--- src/design/bafb_pkg.sv ---
// Shared types and constants of the fused bias, activation, gain and clamp block.
package bafb_pkg;

   localparam int SLOPE_FRAC = 8;
   localparam int SLOPE_W    = 8;
   localparam int GAIN_W     = 16;
   localparam int CLIP_W     = 15;
   localparam int BG_W       = 32;
   localparam int CSR_IDX_W  = 3;
   localparam int CSR_DATA_W = 16;

   localparam logic [CSR_IDX_W-1:0] CSR_ACT_MODE    = 3'd0;
   localparam logic [CSR_IDX_W-1:0] CSR_SLOPE_NEG   = 3'd1;
   localparam logic [CSR_IDX_W-1:0] CSR_GAIN_FACTOR = 3'd2;
   localparam logic [CSR_IDX_W-1:0] CSR_CLIP_ENABLE = 3'd3;
   localparam logic [CSR_IDX_W-1:0] CSR_CLIP_LEVEL  = 3'd4;

   localparam logic               RST_ACT_MODE    = 1'b0;
   localparam logic [SLOPE_W-1:0] RST_SLOPE_NEG   = 8'd51;
   localparam logic [GAIN_W-1:0]  RST_GAIN_FACTOR = 16'd256;
   localparam logic               RST_CLIP_ENABLE = 1'b0;
   localparam logic [CLIP_W-1:0]  RST_CLIP_LEVEL  = 15'd0;

   typedef enum logic [2:0] {
      ST_IDLE,
      ST_MUL_A,
      ST_MUL_Y,
      ST_MUL_D,
      ST_MUL_S,
      ST_FINISH
   } state_type;

   typedef enum logic [1:0] {
      MUL_T_SLOPE,
      MUL_A_GAIN,
      MUL_DY_GAIN,
      MUL_DT_SLOPE
   } mul_sel_type;

   typedef struct packed {
      logic        load;
      logic        mul_en;
      mul_sel_type mul_sel;
      logic        cap_y;
      logic        cap_d;
      logic        finish;
   } ctl_cmd_type;

   typedef struct packed {
      logic out_free;
   } ctl_status_type;

endpackage

--- src/design/bias_act_forward_backward.sv ---
// The single shared multiplier runs four products in turn (slope, gain, gradient gain,
// gradient slope) before the final step, which writes the result to the output register;
// a new transaction is accepted only once the block is back in its idle state.
// The output register holds a result while the next transaction is accepted.
// Reset (synchronous, active high) restores the register defaults and clears the
// channel accumulator and the output valid.
module bias_act_forward_backward #(
   parameter int DATA_WIDTH = 16,
   parameter int FRAC_BITS  = 8,
   parameter int ACC_WIDTH  = 32
) (
   input  logic                                clock,
   input  logic                                reset,
   input  logic                                csr_wr_en,
   input  logic [bafb_pkg::CSR_IDX_W-1:0]      csr_index,
   input  logic [bafb_pkg::CSR_DATA_W-1:0]     csr_wdata,
   input  logic                                req_valid,
   output logic                                req_stall,
   input  logic                                req_op,
   input  logic signed [DATA_WIDTH-1:0]        req_x_value,
   input  logic signed [DATA_WIDTH-1:0]        req_bias_value,
   input  logic signed [DATA_WIDTH-1:0]        req_grad_in,
   input  logic                                req_last_in_channel,
   output logic                                rsp_valid,
   input  logic                                rsp_stall,
   output logic signed [DATA_WIDTH-1:0]        rsp_elem_out,
   output logic signed [bafb_pkg::BG_W-1:0]    rsp_bias_grad,
   output logic                                rsp_bias_grad_valid
);
   import bafb_pkg::*;

   ctl_cmd_type    cmd;
   ctl_status_type status;

   bafb_ctrl u_ctrl (
      .clock     (clock),
      .reset     (reset),
      .req_valid (req_valid),
      .req_stall (req_stall),
      .status    (status),
      .cmd       (cmd)
   );

   bafb_dpath #(
      .DATA_WIDTH (DATA_WIDTH),
      .FRAC_BITS  (FRAC_BITS),
      .ACC_WIDTH  (ACC_WIDTH)
   ) u_dpath (
      .clock               (clock),
      .reset               (reset),
      .csr_wr_en           (csr_wr_en),
      .csr_index           (csr_index),
      .csr_wdata           (csr_wdata),
      .req_op              (req_op),
      .req_x_value         (req_x_value),
      .req_bias_value      (req_bias_value),
      .req_grad_in         (req_grad_in),
      .req_last_in_channel (req_last_in_channel),
      .cmd                 (cmd),
      .status              (status),
      .rsp_valid           (rsp_valid),
      .rsp_stall           (rsp_stall),
      .rsp_elem_out        (rsp_elem_out),
      .rsp_bias_grad       (rsp_bias_grad),
      .rsp_bias_grad_valid (rsp_bias_grad_valid)
   );

endmodule

--- src/design/bafb_ctrl.sv ---
// Controller state machine that sequences the shared multiplier of the datapath.
module bafb_ctrl (
   input  logic                    clock,
   input  logic                    reset,
   input  logic                    req_valid,
   output logic                    req_stall,
   input  bafb_pkg::ctl_status_type status,
   output bafb_pkg::ctl_cmd_type   cmd
);
   import bafb_pkg::*;

   state_type state_ff;
   state_type state_in;

   always_ff @(posedge clock) begin
      if (reset) begin
         state_ff <= ST_IDLE;
      end else begin
         state_ff <= state_in;
      end
   end

   always_comb begin
      state_in = state_ff;
      unique case (state_ff)
         ST_IDLE: begin
            if (req_valid) begin
               state_in = ST_MUL_A;
            end
         end
         ST_MUL_A:  state_in = ST_MUL_Y;
         ST_MUL_Y:  state_in = ST_MUL_D;
         ST_MUL_D:  state_in = ST_MUL_S;
         ST_MUL_S:  state_in = ST_FINISH;
         ST_FINISH: begin
            if (status.out_free) begin
               state_in = ST_IDLE;
            end
         end
         default:   state_in = ST_IDLE;
      endcase
   end

   always_comb begin
      cmd         = '0;
      cmd.mul_sel = MUL_T_SLOPE;
      req_stall   = 1'b1;
      unique case (state_ff)
         ST_IDLE: begin
            req_stall = 1'b0;
            cmd.load  = req_valid;
         end
         ST_MUL_A: begin
            cmd.mul_en  = 1'b1;
            cmd.mul_sel = MUL_T_SLOPE;
         end
         ST_MUL_Y: begin
            cmd.mul_en  = 1'b1;
            cmd.mul_sel = MUL_A_GAIN;
         end
         ST_MUL_D: begin
            cmd.mul_en  = 1'b1;
            cmd.mul_sel = MUL_DY_GAIN;
            cmd.cap_y   = 1'b1;
         end
         ST_MUL_S: begin
            cmd.mul_en  = 1'b1;
            cmd.mul_sel = MUL_DT_SLOPE;
            cmd.cap_d   = 1'b1;
         end
         ST_FINISH: begin
            cmd.finish = status.out_free;
         end
         default: begin
            req_stall = 1'b1;
         end
      endcase
   end

   // An accepted transaction always starts the multiply sequence.
   assert property (@(posedge clock) disable iff (reset)
      (req_valid && !req_stall) |=> (state_ff == ST_MUL_A))
      else $error("accepted transaction did not start the sequence");

   // A result waits in the final state until the output register can take it.
   assert property (@(posedge clock) disable iff (reset)
      (state_ff == ST_FINISH && !status.out_free) |=> (state_ff == ST_FINISH))
      else $error("result left the final state while the output was blocked");

   // The last multiply step is always followed by the final state.
   assert property (@(posedge clock) disable iff (reset)
      (state_ff == ST_MUL_S) |=> (state_ff == ST_FINISH))
      else $error("sequence skipped the final state");

endmodule

--- src/design/bafb_dpath.sv ---
// Datapath: configuration registers, shared multiplier, clamp, saturation and accumulator.
module bafb_dpath #(
   parameter int DATA_WIDTH = 16,
   parameter int FRAC_BITS  = 8,
   parameter int ACC_WIDTH  = 32
) (
   input  logic                                clock,
   input  logic                                reset,
   input  logic                                csr_wr_en,
   input  logic [bafb_pkg::CSR_IDX_W-1:0]      csr_index,
   input  logic [bafb_pkg::CSR_DATA_W-1:0]     csr_wdata,
   input  logic                                req_op,
   input  logic signed [DATA_WIDTH-1:0]        req_x_value,
   input  logic signed [DATA_WIDTH-1:0]        req_bias_value,
   input  logic signed [DATA_WIDTH-1:0]        req_grad_in,
   input  logic                                req_last_in_channel,
   input  bafb_pkg::ctl_cmd_type               cmd,
   output bafb_pkg::ctl_status_type            status,
   output logic                                rsp_valid,
   input  logic                                rsp_stall,
   output logic signed [DATA_WIDTH-1:0]        rsp_elem_out,
   output logic signed [bafb_pkg::BG_W-1:0]    rsp_bias_grad,
   output logic                                rsp_bias_grad_valid
);
   import bafb_pkg::*;

   localparam int TW    = DATA_WIDTH + 1;
   localparam int DTW   = DATA_WIDTH + GAIN_W - FRAC_BITS;
   localparam int YW    = DATA_WIDTH + GAIN_W + 1 - FRAC_BITS;
   localparam int MA_W  = (DTW > TW) ? DTW : TW;
   localparam int MB_W  = GAIN_W + 1;
   localparam int PW    = MA_W + MB_W;
   localparam int CW    = ((YW > CLIP_W + 1) ? YW : CLIP_W + 1) + 1;
   localparam int SW    = ACC_WIDTH + 1;
   localparam int XW    = (ACC_WIDTH > BG_W) ? ACC_WIDTH : BG_W + 1;

   // Configuration registers.
   logic               act_mode_ff;
   logic [SLOPE_W-1:0] slope_neg_ff;
   logic [GAIN_W-1:0]  gain_factor_ff;
   logic               clip_enable_ff;
   logic [CLIP_W-1:0]  clip_level_ff;

   always_ff @(posedge clock) begin
      if (reset) begin
         act_mode_ff    <= RST_ACT_MODE;
         slope_neg_ff   <= RST_SLOPE_NEG;
         gain_factor_ff <= RST_GAIN_FACTOR;
         clip_enable_ff <= RST_CLIP_ENABLE;
         clip_level_ff  <= RST_CLIP_LEVEL;
      end else if (csr_wr_en) begin
         unique case (csr_index)
            CSR_ACT_MODE:    act_mode_ff    <= csr_wdata[0];
            CSR_SLOPE_NEG:   slope_neg_ff   <= csr_wdata[SLOPE_W-1:0];
            CSR_GAIN_FACTOR: gain_factor_ff <= csr_wdata[GAIN_W-1:0];
            CSR_CLIP_ENABLE: clip_enable_ff <= csr_wdata[0];
            CSR_CLIP_LEVEL:  clip_level_ff  <= csr_wdata[CLIP_W-1:0];
            default: ;
         endcase
      end
   end

   // Operand registers of the transaction in flight.
   logic                   op_ff;
   logic                   last_ff;
   logic signed [TW-1:0]   t_ff;
   logic signed [DATA_WIDTH-1:0] dy_ff;
   logic signed [PW-1:0]   prod_ff;
   logic signed [PW-1:0]   prod_in;
   logic signed [YW-1:0]   ypre_ff;
   logic signed [DTW-1:0]  dt_ff;
   logic signed [ACC_WIDTH-1:0] accum_ff;

   always_ff @(posedge clock) begin
      if (cmd.load) begin
         op_ff   <= req_op;
         last_ff <= req_last_in_channel;
         t_ff    <= TW'(req_x_value) + TW'(req_bias_value);
         dy_ff   <= req_grad_in;
      end
      if (cmd.mul_en) begin
         prod_ff <= prod_in;
      end
      if (cmd.cap_y) begin
         ypre_ff <= prod_ff[FRAC_BITS +: YW];
      end
      if (cmd.cap_d) begin
         dt_ff <= prod_ff[FRAC_BITS +: DTW];
      end
   end

   // Zero counts as the negative side of the leaky ReLU.
   logic neg_side;
   assign neg_side = act_mode_ff && !(t_ff > 0);

   logic signed [TW-1:0]   a_cur;
   logic signed [TW-1:0]   a_sel;
   logic signed [DTW-1:0]  dt_cur;
   logic signed [MA_W-1:0] mul_a;
   logic signed [MB_W-1:0] mul_b;

   assign a_cur  = prod_ff[SLOPE_FRAC +: TW];
   assign a_sel  = neg_side ? a_cur : t_ff;
   assign dt_cur = prod_ff[FRAC_BITS +: DTW];

   always_comb begin
      unique case (cmd.mul_sel)
         MUL_T_SLOPE: begin
            mul_a = MA_W'(t_ff);
            mul_b = MB_W'(slope_neg_ff);
         end
         MUL_A_GAIN: begin
            mul_a = MA_W'(a_sel);
            mul_b = MB_W'(gain_factor_ff);
         end
         MUL_DY_GAIN: begin
            mul_a = MA_W'(dy_ff);
            mul_b = MB_W'(gain_factor_ff);
         end
         MUL_DT_SLOPE: begin
            mul_a = MA_W'(dt_cur);
            mul_b = MB_W'(slope_neg_ff);
         end
         default: begin
            mul_a = '0;
            mul_b = '0;
         end
      endcase
   end

   // The product is formed at the full product width.
   assign prod_in = mul_a * mul_b;

   // Forward: clip against the clamp level when the clamp is enabled, then saturate.
   logic signed [CW-1:0] ypre_c;
   logic signed [CW-1:0] lim_c;
   logic signed [CW-1:0] nlim_c;
   logic signed [CW-1:0] y_clip;
   logic                 above;
   logic                 below;
   logic signed [DATA_WIDTH-1:0] y_sat;

   assign ypre_c = CW'(ypre_ff);
   assign lim_c  = CW'({1'b0, clip_level_ff});
   assign nlim_c = -lim_c;
   assign above  = ypre_c > lim_c;
   assign below  = ypre_c < nlim_c;

   always_comb begin
      y_clip = ypre_c;
      if (clip_enable_ff) begin
         priority if (below) begin
            y_clip = nlim_c;
         end else if (above) begin
            y_clip = lim_c;
         end else begin
            y_clip = ypre_c;
         end
      end
   end

   always_comb begin
      if ((&y_clip[CW-1:DATA_WIDTH-1]) || !(|y_clip[CW-1:DATA_WIDTH-1])) begin
         y_sat = y_clip[DATA_WIDTH-1:0];
      end else begin
         y_sat = {y_clip[CW-1], {(DATA_WIDTH-1){!y_clip[CW-1]}}};
      end
   end

   // Backward: apply the slope where needed, mask outside the clamp, saturate.
   logic signed [DTW-1:0]        dt_fin;
   logic signed [DTW-1:0]        dt_mask;
   logic signed [DATA_WIDTH-1:0] dt_sat;

   assign dt_fin  = neg_side ? prod_ff[SLOPE_FRAC +: DTW] : dt_ff;
   assign dt_mask = (clip_enable_ff && (above || below)) ? '0 : dt_fin;

   always_comb begin
      if ((&dt_mask[DTW-1:DATA_WIDTH-1]) || !(|dt_mask[DTW-1:DATA_WIDTH-1])) begin
         dt_sat = dt_mask[DATA_WIDTH-1:0];
      end else begin
         dt_sat = {dt_mask[DTW-1], {(DATA_WIDTH-1){!dt_mask[DTW-1]}}};
      end
   end

   // Channel accumulator with saturation.
   logic signed [SW-1:0]        acc_sum;
   logic signed [ACC_WIDTH-1:0] acc_new;
   logic signed [XW-1:0]        acc_x;
   logic signed [BG_W-1:0]      bg_sat;

   assign acc_sum = SW'(accum_ff) + SW'(dt_sat);

   always_comb begin
      if (acc_sum[SW-1] == acc_sum[SW-2]) begin
         acc_new = acc_sum[ACC_WIDTH-1:0];
      end else begin
         acc_new = {acc_sum[SW-1], {(ACC_WIDTH-1){!acc_sum[SW-1]}}};
      end
   end

   assign acc_x = XW'(acc_new);

   always_comb begin
      if ((&acc_x[XW-1:BG_W-1]) || !(|acc_x[XW-1:BG_W-1])) begin
         bg_sat = acc_x[BG_W-1:0];
      end else begin
         bg_sat = {acc_x[XW-1], {(BG_W-1){!acc_x[XW-1]}}};
      end
   end

   logic backward_done;
   assign backward_done = cmd.finish && op_ff;

   always_ff @(posedge clock) begin
      if (reset) begin
         accum_ff <= '0;
      end else if (backward_done) begin
         accum_ff <= last_ff ? '0 : acc_new;
      end
   end

   // Output register; it frees as soon as the current result is taken.
   logic                         rsp_valid_ff;
   logic                         rsp_valid_in;
   logic signed [DATA_WIDTH-1:0] elem_ff;
   logic signed [BG_W-1:0]       bg_ff;
   logic                         bgv_ff;

   assign status.out_free = !rsp_valid_ff || !rsp_stall;

   always_comb begin
      priority if (cmd.finish) begin
         rsp_valid_in = 1'b1;
      end else if (!rsp_stall) begin
         rsp_valid_in = 1'b0;
      end else begin
         rsp_valid_in = rsp_valid_ff;
      end
   end

   always_ff @(posedge clock) begin
      if (reset) begin
         rsp_valid_ff <= 1'b0;
      end else begin
         rsp_valid_ff <= rsp_valid_in;
      end
   end

   always_ff @(posedge clock) begin
      if (cmd.finish) begin
         elem_ff <= op_ff ? dt_sat : y_sat;
         bg_ff   <= (op_ff && last_ff) ? bg_sat : '0;
         bgv_ff  <= op_ff && last_ff;
      end
   end

   assign rsp_valid           = rsp_valid_ff;
   assign rsp_elem_out        = elem_ff;
   assign rsp_bias_grad       = bg_ff;
   assign rsp_bias_grad_valid = bgv_ff;

   // A finished channel clears the accumulator.
   assert property (@(posedge clock) disable iff (reset)
      (backward_done && last_ff) |=> (accum_ff == '0))
      else $error("accumulator not cleared at end of channel");

   // Forward transactions leave the accumulator alone.
   assert property (@(posedge clock) disable iff (reset)
      (cmd.finish && !op_ff) |=> $stable(accum_ff))
      else $error("forward transaction changed the accumulator");

   // A loaded result is never marked as a channel sum unless it is backward.
   assert property (@(posedge clock) disable iff (reset)
      (cmd.finish && !op_ff) |=> (rsp_valid && !rsp_bias_grad_valid))
      else $error("forward result flagged as channel sum");

endmodule
--- config.mk ---
export PLATFORM = sky130hd
export DESIGN_NAME = bias_act_forward_backward
export DESIGN_NICKNAME = d
export VERILOG_FILES = /design/src/design/bafb_pkg.sv /design/src/design/bias_act_forward_backward.sv /design/src/design/bafb_ctrl.sv /design/src/design/bafb_dpath.sv
export SDC_FILE = /design/constraint.sdc
export NUM_CORES = 1
export LEC_CHECK = 0
export BUFFER_PORTS_ARGS = -buffer_cell sky130_fd_sc_hd__buf_2
export CAP_MARGIN = 40
export CORE_ASPECT_RATIO = 1.5
export CORE_UTILIZATION = 40
export CTS_CLUSTER_DIAMETER = 150
export DETAILED_ROUTE_END_ITERATION = 8
export PLACE_DENSITY = 0.63
export SYNTH_ARGS = -nofsm -noshare
export SYNTH_HDL_FRONTEND = slang
export SYNTH_SLANG_ARGS = --single-unit
export TNS_END_PERCENT = 10
--- constraint.sdc ---
create_clock -name clock -period 15.8 [get_ports clock]
set_clock_uncertainty 0.1 [all_clocks]
set_input_delay 0 -clock clock [delete_from_list [all_inputs] [get_ports clock]]
set_output_delay 0 -clock clock [all_outputs]
set_load 0.02 [all_outputs]
=== After elaboration in Yosys (flattened, before gate mapping) ===
Cells that the tools add are included.

* Bits of input ports: 74
* Flip-flop bits (word level): 243

* Magnitude comparators: 3
* Add/subtract/negate cells: 3
* Reductions and logical operators: 31
* Equal/unequal tests: 16
* Multipliers: 1
* Muxes and demuxes: 24

{| class="wikitable"
|+ Operator list
! operator !! number
|-
| $pmux W24 S4 || 1
|-
| $mux W26 || 3
|-
| $mux W32 || 2
|-
| $mux W16 || 3
|-
| $mux W24 || 2
|-
| $pmux W17 S2 || 1
|-
| $add A32 B16 Y33 || 1
|-
| $mul A24 B17 Y33 || 1
|-
| $lt A25 B26 Y1 || 1
|-
| $neg A15 Y26 || 1
|-
| $gt A25 B16 Y1 || 1
|-
| $pmux W3 S6 || 1
|-
| $add A16 B16 Y17 || 1
|-
| $gt A17 B1 Y1 const B || 1
|-
| $mux W17 || 1
|-
| $eq A3 B2 Y1 const B || 4
|-
| $pmux W3 S4 || 1
|-
| $reduce_and A2 Y1 || 6
|-
| $reduce_and A11 Y1 || 1
|-
| $reduce_or A11 Y1 || 1
|-
| $eq A3 B3 Y1 const B || 3
|-
| $reduce_and A9 Y1 || 1
|-
| $reduce_or A9 Y1 || 1
|-
| $logic_not A1 Y1 || 8
|-
| 13 further kinds || 31
|}

=== Longest topological paths before layout ===
* Depth after elaboration: 13
* Depth in mapped cells: 37
* Depth with buffers taken out: 33

=== Hierarchy ===
Synthesis repeated with hierarchy kept, for this count alone.

* Cells, all modules: 2658
* Area total of the unflattened synthesis: 24457.2 um^2

{| class="wikitable"
|+ By module, submodules not included
! module !! cells each !! area an instance (um^2) !! sequential area each (um^2) !! times used
|-
| bafb_dpath || 2632 || 24245.8 || 6226.0 || 1
|-
| bafb_ctrl || 26 || 211.5 || 60.1 || 1
|}

=== Least setup slack after synthesis ===
Ideal clock, no wire load.

* Kind: register to register
* From: reg u_ctrl.state_ff[1]
* To: reg u_dpath.prod_ff[32] (data pin)
* Required time: 15434 ps
* Arrival time: 9485 ps
* Setup time: 266 ps
* Setup slack: 5949 ps
* Stages on the path, launching flop included: 37
* Period minus slack after synthesis: 9851 ps
* Path through: dfxtp_1 clkbuf_1 nand2_1 nor2_1 nor2_1 inv_1 ha_1 clkbuf_1 clkbuf_1 clkbuf_1 a221oi_1 a21oi_1 nor2_1 a21oi_1 nand2_1 fa_1 inv_1 fa_1 inv_1 fa_1 inv_1 fa_1 fa_1 inv_1 fa_1 inv_1 ha_1 nand3_1 a211oi_1 a21boi_1 o21ai_0 o31ai_1 a2111oi_0 o31ai_1 nor4_1 nor3_1 xor2_1

* Cells in the longest elaborated chain, start to end: 6

{| class="wikitable"
|+ RTL lines
! element !! RTL line !! text
|-
| from (decl) || bafb_ctrl.sv:12 || <nowiki>state_type state_ff;</nowiki>
|-
| from (signal assigned) || bafb_ctrl.sv:19 || <nowiki>state_ff <= state_in;</nowiki>
|-
| $eq A3 B3 Y1 (tied with other cells) || bafb_ctrl.sv:48 || <nowiki>unique case (state_ff)</nowiki>
|-
| $pmux W3 S4 (*) || bafb_ctrl.sv:48 ||
|-
| $eq A2 B2 Y1 (tied with other cells) || bafb_dpath.sv:107 || <nowiki>unique case (cmd.mul_sel)</nowiki>
|-
| $reduce_or A2 Y1 (no source line) || -- ||
|-
| $pmux W17 S2 || bafb_dpath.sv:107 ||
|-
| $mul A24 B17 Y33 (*) || bafb_dpath.sv:132 || <nowiki>assign prod_in = mul_a * mul_b;</nowiki>
|-
| named net u_dpath.prod_in[32] || bafb_dpath.sv:69 || <nowiki>logic signed [PW-1:0] prod_in;</nowiki>
|-
| to (signal assigned) || bafb_dpath.sv:82 || <nowiki>prod_ff <= prod_in;</nowiki>
|-
| to (decl) || bafb_dpath.sv:68 || <nowiki>logic signed [PW-1:0] prod_ff;</nowiki>
|}

The timed path passes the listed nets; every way through them passes the cells marked *. The select of a mux whose other input is x is not followed.
A chain may end at the register's enable or synchronous reset.

=== Worst setup path in the final report ===
* From: reg u_ctrl.state_ff[0]
* To: reg u_dpath.prod_ff[32] (data pin)

The elaborated chain is that of the path after synthesis.

==> results.md <==
- First-pass GRT wire length: 121 mm
- Num ports: 125
- Row cnt: 110
- Synth Flop Type: edfxtp_1
- Design Area, Final: 0.0281 mm^2
- Synthesized Nets: 3241
- CP max stage cell: a21oi_1
- Crit path required time: 16.01 ns
- Iter 0 DRT Violations: 1205
- Clock sinks: 235
- Sequential area share after synthesis: 0.258
- Rel. slew slack: 0.359
- # port buffers: 124
- Top cell type's share of synthesized area: 0.254
- Sequential cell area: 0.00629 mm^2
- Critical Path AT: 10.26 ns
- Largest net degree at the start of global routing: 53
- Final hold viol count: 0
- Final net count: 3458
- Slew Limit Fails: 0
- Post-synth EDFFs: 158
- Count leader, synth: inv_1
- Final wirelength: 78.8 mm
- Tmin final: 10.05 ns
- Unrepaired setup endpoints after global routing: false
- Outcome: completed
- Mapped Cells: 2682
- Slowest stage delay, CP: 0.74 ns
- Congestion Overflow GR: 0
- CTS tree: yes
- Syn avg cell area: 9.10 um^2
- H-tree levels: 1
- Final setup fails: 0
- Least-Margin Pin Slew: 0.962 ns
- Vias per cell: 5.44
- Postcts setup bufs: 0
- Main area contributors after synthesis: fa_1, edfxtp_1, ha_1, inv_1, dfxtp_1
- Dpl cell area: 0.0262 mm^2
- Max cap viols: 0
- Worst-path clk slew: 0.07 ns
- LEAKAGE: 0.0127 uW
- DP HPWL: 62.7 mm
- Yosys reg bits: 235
- Initial antenna violation count: 1
- Power density over the cells: 231 mW/mm^2
- Bufs and invs on worst path: 7
- Yosys cell types: 75
- Setup crit start kind: flop
- Post-synth ARST share: 0
- Post-synth top area cell: fa_1
- Ant. Diodes: 0
- Die Y: 305 um
- Buffers from clock root to sink, at most: 3
- Root Driver: clkbuf_16
- Fin Hold WS: 0.0259 ns
- FILL cells: 5614
- CP Capture Type: flop
- Gr usage total: 0.258
- Via count: 20200
- Starting Density: 0.406
- Routability cong.: 0.937
- Post-Syn Area: 0.0244 mm^2
- Number of detailed-route iterations in the first pass: 6
- Vias in the first global route: 21400
- Kind of critical path: reg2reg
- Die W: 204 um
- Full die area: 0.0620 mm^2
- Worst-path fanout max: 16
- Layout cells sized above 1: 0.0870
- Synth top cells by count: inv_1, nand2_1, fa_1, nor2_1, ha_1
- Area of the multi-input gates: 0.0162 mm^2
- Worst hold path type: in2reg
- Syn-to-layout area delta: 15.2%
- Worst-skew pair later-pin latency: 0.59 ns
- Fmax: 0.0995 GHz
- Core Region: 0.0601 mm^2
- Residual DRC: 0
- Synth Warn #: 0
- Top Family by Delay on Critical Path: adder cells
- Maximum vdd ir drop: 0.178 mV
- WL/cell: 21.3 um
- Antenna Nets Post-Route: 0
- Final period util: 0.636
- Clock buffer count from CTS: 26
- Fin Setup TNS: 0 ns
layer usage:
metal | vias up | track usage | part of all wire
li1 | 9184 | - | -
met1 | 10000 | 0.263 | 0.34
met2 | 682 | 0.485 | 0.54
met3 | 277 | 0.0220 | 0.042
met4 | 0 | 0.188 | 0.080
met5 | - | 0 | 0
cell type report:
cell class              count  share of cell area
clock inverters            16             0.00623
multi-input cells        1923               0.576
inverters                 428              0.0572
flip-flops and latches    235               0.224
well taps                 784              0.0349
clock buffers              32              0.0247
repair buffers            285              0.0772
placed cells by master, fill, tap and decap left out, drive strengths merged, types with 7 or more instances in the layout:
cell,netlist,routed
a21boi,7,7
nor4,11,11
a21o,54,54
nand2,378,378
dfxtp,77,77
nor3,45,45
and2,24,24
ha,175,175
o21a,19,19
mux2,8,8
inv,428,431
and3,8,8
nand2b,20,20
nand3b,7,7
nor2,289,289
nand4,18,18
clkinv,0,11
or3,10,10
fa,310,310
a21oi,155,155
dlygate4sd3,0,108
a211oi,13,13
nor2b,18,18
nand3,27,27
buf,10,177
xnor2,62,62
xor2,21,21
o21bai,9,9
o21ai,100,100
a221oi,26,26
mux2i,24,24
edfxtp,158,158
a31oi,13,13
clkbuf,86,32
a221o,14,14
through the flow:
step	cells	total power (uW)	setup slack, ns	utilization
floorplan	2682	4500	5.95	-
global placement	3531	5640	5.80	0.432
detailed placement	3546	5810	5.77	0.435
CTS	3702	6500	5.75	0.467
global route	3703	7120	5.25	0.467
finish	3703	6490	5.75	0.467
sequential cells by signal, summed over array words and instances, names as in the netlist:
register and cells:
u_dpath.accum_ff 32, u_ctrl.state_ff 3, u_dpath.clip_enable_ff 1, u_dpath.dt_ff 24, u_dpath.clip_level_ff 15, u_dpath.rsp_valid 1
u_dpath.dy_ff 16, u_dpath.ypre_ff 25, u_dpath.slope_neg_ff 8, u_dpath.t_ff 17, u_dpath.op_ff 1, u_dpath.rsp_elem_out 16
u_dpath.prod_ff 25, u_dpath.rsp_bias_grad 32, u_dpath.act_mode_ff 1, u_dpath.rsp_bias_grad_valid 1, u_dpath.last_ff 1, u_dpath.gain_factor_ff 16
repair_timing:
item | CTS | global route
hold buffers | 108 | 0
endpoints found under the hold margin | 111 | 0
resized for setup | 0 | 0
cells by family (layout without fill, tap and decap cells):
| kind of cell | count (synthesis) | after routing | synth area share |
|---|---|---|---|
| flip-flops | 235 | 235 | 0.258 |
| buffers and inverters | 524 | 761 | 0.0814 |
| XOR/XNOR | 84 | 84 | 0.0307 |
| AND/OR/NAND/NOR | 867 | 867 | 0.152 |
| adder cells (fa/ha/maj) | 490 | 490 | 0.346 |
| AO/OA/AOI/OAI | 450 | 450 | 0.119 |
| multiplexers | 32 | 32 | 0.0135 |
worst min-delay path, delay by kind of cell:
kind,cells,cell delay [ns]
compound gates,1,0.14
buf+inv,2,0.15
simple gates,1,0.12
fa+ha+maj,1,0.19
final timing paths:
path | start | to | slack, ns | depth (start not counted)
max | u_ctrl.state_ff[0]$_SDFFE_PP0P_ | u_dpath.prod_ff[32]$_DFFE_PP_ | 5.75 | 33
min | req_x_value[12] | u_dpath.t_ff[13]$_DFFE_PP_ | 0.03 | 5
max reg2reg | u_ctrl.state_ff[0]$_SDFFE_PP0P_ | u_dpath.prod_ff[32]$_DFFE_PP_ | 5.75 | 33
min reg2reg | u_dpath.gain_factor_ff[0]$_SDFFE_PP0P_ | u_dpath.gain_factor_ff[0]$_SDFFE_PP0P_ | 0.36 | 2
power by group:
group          leakage, uW  internal, uW  switching, uW
clock             0.000433           350            276
combinational       0.0102          1970           2810
sequential         0.00208           974            106
total               0.0127          3300           3190
No activity file was read; power rests on OpenSTA's default activity.
